--- src/rtl/core/pul_pkg.sv ---
// ----------------------------------------------------------------------------
// pul_pkg
// Shared types and constants of the positivity update limiter.
// ----------------------------------------------------------------------------
package pul_pkg;

    localparam int FRAC_BITS = 16;
    localparam int BIS_STEPS = 16;
    localparam int STEP_W    = $clog2(BIS_STEPS + 1);

    localparam logic [16:0] ONE_FX = 17'(1 << FRAC_BITS);

    localparam logic [1:0] ST_UNCHANGED = 2'd0;
    localparam logic [1:0] ST_SCALED    = 2'd1;
    localparam logic [1:0] ST_INVALID   = 2'd2;

    localparam logic REG_HEAT_RATIO = 1'b0;
    localparam logic REG_FLOOR_FRAC = 1'b1;

    localparam logic [17:0] HEAT_RATIO_RST = 18'd91750;
    localparam logic [15:0] FLOOR_FRAC_RST = 16'd6554;

    typedef enum logic [4:0] {
        CMD_NONE,
        CMD_LOAD,
        CMD_CAND_STATE,
        CMD_CAND_TEST,
        CMD_SQUARE,
        CMD_DIV_KIN,
        CMD_INNER,
        CMD_PMUL,
        CMD_SET_P0,
        CMD_CAP_PREP,
        CMD_DIV_CAP,
        CMD_CAP_SET,
        CMD_TEST_ALPHA,
        CMD_BIS_INIT,
        CMD_TEST_MID,
        CMD_BIS_UPDATE,
        CMD_BIS_DONE,
        CMD_FINAL
    } cmd_t;

    typedef enum logic [3:0] {
        S_IDLE,
        S_CAND,
        S_SQ,
        S_DIVK,
        S_WAITK,
        S_INNER,
        S_PMUL,
        S_EVAL,
        S_CAP_PREP,
        S_CAP_DEC,
        S_CAP_WAIT,
        S_CHECK,
        S_BIS_INIT,
        S_BIS_MID,
        S_BIS_DONE,
        S_FINAL
    } state_t;

    typedef enum logic [1:0] {
        PH_P0,
        PH_FIRST,
        PH_BIS
    } phase_t;

    typedef struct packed {
        cmd_t cmd;
    } ctrl_t;

    typedef struct packed {
        logic div_busy;
        logic p_valid;
        logic p_pass;
        logic cap_need;
        logic alpha_pos;
        logic invalid;
    } stat_t;

    typedef struct packed {
        logic [31:0] delta_energy;
        logic [31:0] delta_momentum_y;
        logic [31:0] delta_momentum_x;
        logic [31:0] delta_density;
        logic [16:0] scale_factor;
        logic [1:0]  limit_status;
        logic        last_cell;
    } result_t;

endpackage

--- src/rtl/core/pul_ctrl.sv ---
// ----------------------------------------------------------------------------
// pul_ctrl
// Sequencer of the limiter: pressure checks, density cap and bisection.
// ----------------------------------------------------------------------------
module pul_ctrl (
    input  logic           aclk,
    input  logic           aresetn,
    input  logic           in_valid,
    output logic           in_ready,
    input  logic           out_free,
    output logic           out_load,
    input  pul_pkg::stat_t stat,
    output pul_pkg::ctrl_t ctrl
);
    import pul_pkg::*;

    state_t             state_reg, state_next;
    phase_t             phase_reg, phase_next;
    logic [STEP_W-1:0]  step_reg, step_next;

    always_ff @(posedge aclk) begin
        if (!aresetn) begin
            state_reg <= S_IDLE;
            phase_reg <= PH_P0;
            step_reg  <= '0;
        end else begin
            state_reg <= state_next;
            phase_reg <= phase_next;
            step_reg  <= step_next;
        end
    end

    always_comb begin
        state_next = state_reg;
        phase_next = phase_reg;
        step_next  = step_reg;
        ctrl.cmd   = CMD_NONE;
        in_ready   = 1'b0;
        out_load   = 1'b0;
        case (state_reg)
            S_IDLE: begin
                in_ready = 1'b1;
                if (in_valid) begin
                    ctrl.cmd   = CMD_LOAD;
                    phase_next = PH_P0;
                    state_next = S_CAND;
                end
            end
            S_CAND: begin
                ctrl.cmd   = (phase_reg == PH_P0) ? CMD_CAND_STATE : CMD_CAND_TEST;
                state_next = S_SQ;
            end
            S_SQ: begin
                ctrl.cmd   = CMD_SQUARE;
                state_next = S_DIVK;
            end
            S_DIVK: begin
                ctrl.cmd   = CMD_DIV_KIN;
                state_next = S_WAITK;
            end
            S_WAITK: begin
                if (!stat.div_busy) begin
                    state_next = S_INNER;
                end
            end
            S_INNER: begin
                ctrl.cmd   = CMD_INNER;
                state_next = S_PMUL;
            end
            S_PMUL: begin
                ctrl.cmd   = CMD_PMUL;
                state_next = S_EVAL;
            end
            S_EVAL: begin
                case (phase_reg)
                    PH_P0: begin
                        ctrl.cmd   = CMD_SET_P0;
                        state_next = stat.p_valid ? S_CAP_PREP : S_FINAL;
                    end
                    PH_FIRST: begin
                        state_next = stat.p_pass ? S_FINAL : S_BIS_INIT;
                    end
                    default: begin
                        ctrl.cmd  = CMD_BIS_UPDATE;
                        step_next = step_reg + STEP_W'(1);
                        if (step_reg == STEP_W'(BIS_STEPS - 1)) begin
                            state_next = S_BIS_DONE;
                        end else begin
                            state_next = S_BIS_MID;
                        end
                    end
                endcase
            end
            S_CAP_PREP: begin
                ctrl.cmd   = CMD_CAP_PREP;
                state_next = S_CAP_DEC;
            end
            S_CAP_DEC: begin
                if (stat.cap_need) begin
                    ctrl.cmd   = CMD_DIV_CAP;
                    state_next = S_CAP_WAIT;
                end else begin
                    state_next = S_CHECK;
                end
            end
            S_CAP_WAIT: begin
                if (!stat.div_busy) begin
                    ctrl.cmd   = CMD_CAP_SET;
                    state_next = S_CHECK;
                end
            end
            S_CHECK: begin
                if (stat.alpha_pos) begin
                    ctrl.cmd   = CMD_TEST_ALPHA;
                    phase_next = PH_FIRST;
                    state_next = S_CAND;
                end else begin
                    state_next = S_FINAL;
                end
            end
            S_BIS_INIT: begin
                ctrl.cmd   = CMD_BIS_INIT;
                step_next  = '0;
                state_next = S_BIS_MID;
            end
            S_BIS_MID: begin
                ctrl.cmd   = CMD_TEST_MID;
                phase_next = PH_BIS;
                state_next = S_CAND;
            end
            S_BIS_DONE: begin
                ctrl.cmd   = CMD_BIS_DONE;
                state_next = S_FINAL;
            end
            S_FINAL: begin
                if (out_free) begin
                    ctrl.cmd   = CMD_FINAL;
                    out_load   = 1'b1;
                    state_next = S_IDLE;
                end
            end
            default: begin
                state_next = S_IDLE;
            end
        endcase
    end
endmodule

--- config.mk ---
export PLATFORM = sky130hd
export DESIGN_NAME = pul_ctrl
export DESIGN_NICKNAME = d
export VERILOG_FILES = /design/src/rtl/core/pul_pkg.sv /design/src/rtl/core/pul_ctrl.sv
export SDC_FILE = /design/constraint.sdc
export NUM_CORES = 1
export LEC_CHECK = 0
export BUFFER_PORTS_ARGS = -buffer_cell sky130_fd_sc_hd__buf_2
export CELL_PAD_IN_SITES_DETAIL_PLACEMENT = 1
export CELL_PAD_IN_SITES_GLOBAL_PLACEMENT = 1
export CORE_MARGIN = 2
export CORE_UTILIZATION = 42
export CTS_CLUSTER_DIAMETER = 120
export DETAILED_ROUTE_END_ITERATION = 7
export PLACE_DENSITY = 0.81
export SLEW_MARGIN = 10
export SYNTH_ARGS = -nofsm -noshare
export SYNTH_HDL_FRONTEND = slang
export SYNTH_SLANG_ARGS = --single-unit
--- constraint.sdc ---
create_clock -name aclk -period 2.4 [get_ports aclk]
set_clock_uncertainty 0.15 [all_clocks]
set_input_delay 0.12 -clock aclk [delete_from_list [all_inputs] [get_ports aclk]]
set_output_delay 0.12 -clock aclk [all_outputs]
set_load 0.03 [all_outputs]
# Word-level counts from Yosys, hierarchy flattened
# Cells that the tools add are included.
[word_totals]
regBits = 11
in_bits = 10
out_inout_bits = 7
[classes]
n_addsub = 1
eq_ne = 23
muxes = 27
n_reduce_logical = 8
[op_table]
columns = ["operator", "count"]
rows = [
  ["5-bit case mux with 15 select lines", 1],
  ["4-bit case mux with 16 select lines", 1],
  ["4-bit == test (second input constant)", 8],
  ["4-bit 2-to-1 mux", 8],
  ["4-bit by 3-bit == test with 1-bit output (second input constant)", 4],
  ["2-bit != test (second input constant)", 6],
  ["5-bit 2-to-1 mux", 2],
  ["5-bit case mux with 2 select lines", 1],
  ["4-bit by 2-bit == test with 1-bit output (second input constant)", 2],
  ["2-bit 2-to-1 mux", 4],
  ["4-bit case mux with 2 select lines", 1],
  ["1-bit 2-to-1 mux", 6],
  ["2-bit case mux with 3 select lines", 1],
  ["3-bit case mux with 2 select lines", 1],
  ["5-bit by 1-bit adder with 5-bit output (second input constant)", 1],
  ["5-bit by 4-bit == test with 1-bit output (second input constant)", 1],
  ["4-bit by 1-bit == test with 1-bit output (second input constant)", 1],
  ["4-bit logical NOT", 1],
  ["4-bit AND reduction", 1],
  ["3-bit 2-to-1 mux", 1],
  ["3-bit AND reduction", 1],
  ["3-bit nonzero test", 1],
  ["2-bit by 1-bit == test with 1-bit output (second input constant)", 1],
  ["2-bit logical NOT", 1],
  ["3 further kinds", 3],
]

# Logic depth before layout (Yosys ltp)
[logic_depth]
word_depth = 4
ltp_mapped = 7

# Least setup slack after synthesis
# Ideal clock, no wire load.
[synth_path]
kind = "reg-to-reg"
startpoint = "reg state_reg[0]"
endpoint = "reg state_reg[1]"
setup_time_ps = 115
t_arrival_ps = 1939
t_required_ps = 2135
path_slack_ps = 196
path_stages_with_launch = 7
path_buffers = 1
period_less_slack_ps = 2204
path_cell_list = "dfxtp_1 buf_4 nor4_1 a31oi_2 o211ai_2 a311oi_1 o21a_1"
[synth_between]
elab_chain_cells = 3
elab_cells_between_ends = 22
classes_between = "eq/ne (19); mux (1); reduce/logical (2)"
[synth_rtl]
columns = ["element", "line_no", "rtl"]
rows = [
  ["from (decl)", "pul_ctrl.sv:17", "state_t state_reg, state_next;"],
  ["from (signal assigned)", "pul_ctrl.sv:27", "state_reg <= state_next;"],
  ["4-bit by 3-bit == test with 1-bit output (tied with other cells)", "pul_ctrl.sv:40", "case (state_reg)"],
  ["2-bit != test (no line)", "n/a", ""],
  ["4-bit AND reduction (no line)", "n/a", ""],
]
# Several ways; a longest one is shown, not always the timed one.
# A chain may end at the register's enable or synchronous reset.

==> flow_summary.ini <==
[run_status]
status = finished clean

[grt]
antenna_found_initial = 0
grt_first_pass_wirelength_um = 4820
track_usage_pct = 23.3
grt_max_degree = 15
grt.overflow.total = 0
grt_pass1_vias = 1088

[pwr]
clock_power_share_pct = 28.0
p_per_area_nw_per_um2 = 390
power_frac_seq_pct = 45.3
power.net_switching_uw = 138
power.internal_uw = 296
leakage_nw = 0.433
power_frac_comb_pct = 26.7
ir_drop_mv = 0.274
swShare_pct = 31.7

[finish]
postLayoutCellArea_um2 = 1110
drive_gt1_share_pct = 21.3
syn2layout_area_growth_pct = 12.8
fill_cells = 313
antenna_cells = 0
stdcell_count = 178
largest_reg_flops = 5
nets = 164

[sta]
whs_ns = 0.0748
rsz0062_at_grt = false
min_period_ns = 2.18
fin_setup_tns_ns = 0
slew-limit-headroom_pct = 69.7
worstMarginPinSlew_ns = 0.454
setup_viol = 0
max_clock_freq_ghz = 0.459
post-route-period-util_pct = 90.7
hold_violations = 0
finalMaxSlewViolations = 0

[detailed_routing]
first_pass_iters = 4
wl_um = 2900
vias_per_cell = 5.80
route.antenna.remaining_nets = 0
drt_iter0_drc = 19
drc_errors = 0
vias = 1033
wl_per_cell_um = 16.3

[synth]
synthCells = 134
syn-num-nets = 147
post-synth-top-area-cell = dfxtp_1
syn_area_um2 = 987
synth_top_area_share_pct = 22.3
seq_area_frac_synth_pct = 22.3
async_flop_share_pct = 0
synth_edf_count = 0
yosys-top-cells-area = dfxtp_1 22%, o21ai_0 6.6%, nor2_1 5.3%, a21oi_1 4.1%, ha_1 3.8%
synthFlopType = dfxtp_1
yosys_warnings = 0
synth.distinct_cells = 47
synth-seq-cells = 11
syn_area_per_cell_um2 = 7.37

[worst_hold_path]
hold_path_depth = 3
min_path_type = input port to flop

[cts]
cts_buffers = 3
clock_latency_ns = 0.26
cts_resized = 0
clkTransAtPathRegs_ns = 0.07
cts.sinks = 11
cts_max_path_buffers = 2
h-tree-depth = 1
clock-root-buffer = clkbuf_4
cts_tree = built

[place]
dp.cells = 173
dp.final_hpwl_um = 2240
gp_congestion = 0.810
placed_area_um2 = 1080
portBuffers = 15

[worst_setup_path]
required_ns = 2.13
reg2reg_depth = 5
critPathKind = flop to output pin
crit_path_end_kind = output pin
crit_fanout = 11
worstSetupStartpointType = flop
arrival_ns = 1.91

[die]
die-area_um2 = 2750
rows = 17
fp.coreArea_um2 = 2210
ios = 17
fp.dieH_um = 52.5
initial_core_util_pct = 44.6
die_w_um = 52.5

[flow_run]
cap_violations = 0
-- cell usage after synthesis, types with 3 or more instances --
cell type and count:
a21oi_1 8, dfxtp_1 11, nor2b_1 6, buf_2 4, o21a_1 3, and3_1 3, ha_1 3, and2_1 3
buf_4 4, mux2i_1 3, nor2_1 14, nand2_1 10, o21ai_0 13, inv_1 7, nand2b_1 4
-- cells in the final DEF (no fill, tap or decap), types with 3 or more instances in the layout --
master    synthesis  final
buf_2             4     15
clkbuf_4          0      3
o21ai_0          13     13
nor2b_1           6      6
nand2_1          10     10
mux2i_1           3      3
o21a_1            3      3
and2_1            3      3
nor2_1           14     14
nand2b_1          4      4
buf_4             4      6
dfxtp_1          11     11
ha_1              3      3
inv_1             7      7
a21oi_1           8      8
and3_1            3      3
-- layout make-up --
type	instances	area (um2)	area share, %
tap	28	35.0	3.15
inverter	7	26.3	2.36
timing repair buffer	22	130	11.7
clock buffer	4	26.3	2.36
sequential	11	220	19.8
multi-input combinational	106	676	60.7
-- routing by layer --
metal	GRT usage (%)	part of all wire (%)	up-vias
li1	-	-	512
met1	27.6	43	496
met2	43.3	53	21
met3	1.71	3.1	4
met4	8.55	0.97	0
met5	0	0	-
-- power by group through the flow --
stage / Combinational, mW / Clock, mW / Sequential, mW
finish: 0.116 / 0.121 / 0.196
global route: 0.126 / 0.132 / 0.198
CTS: 0.116 / 0.126 / 0.196
detailed placement: 0.114 / 0 / 0.200
global placement: 0.110 / 0 / 0.199
floorplan: 0.0877 / 0 / 0.191
-- cell families (layout without fill, tap and decap cells) --
logic type / count (synthesis) / count (layout) / share of synthesized area [%]
adder cells (fa/ha/maj): 3 / 3 / 3.80
AND/OR/NAND/NOR: 52 / 52 / 27.6
multiplexers: 3 / 3 / 3.04
flip-flops: 11 / 11 / 22.3
AO/OA/AOI/OAI: 45 / 45 / 31.3
buffers and inverters: 17 / 33 / 9.25
XOR/XNOR: 3 / 3 / 2.66
-- path summary, 6_finish.rpt --
kind | startpoint | to | slack [ns]
worst max-delay path | state_reg[1] | ctrl[1] | 0.22
worst min-delay path | stat[1] | phase_reg[0] | 0.07
worst max register to register | state_reg[0] | step_reg[3] | 0.49
worst min register to register | step_reg[4] | step_reg[4] | 0.36
-- stage by stage --
step | setup slack [ns] | power (mW) | util [%]
finish | 0.223 | 0.434 | 50.3
global route | 0.105 | 0.456 | 50.3
CTS | 0.220 | 0.438 | 50.3
detailed placement | 0.501 | 0.315 | 48.7
global placement | 0.585 | 0.309 | 48.7
floorplan | 0.196 | 0.279 | -
-- worst max-delay path, stage by stage, from the launching register on --
cell and delay (ns):
dfxtp_1 0.59, buf_4 0.23, a21boi_0 0.20, o22ai_1 0.11
a221o_1 0.34, buf_2 0.17
-- what timing repair did --
item / CTS / global route
hold buffers: 1 / 0
endpoints found under the hold margin: 1 / 0
setup buffers: 0 / 0
Note: power is estimated with default switching activity, not from simulation.
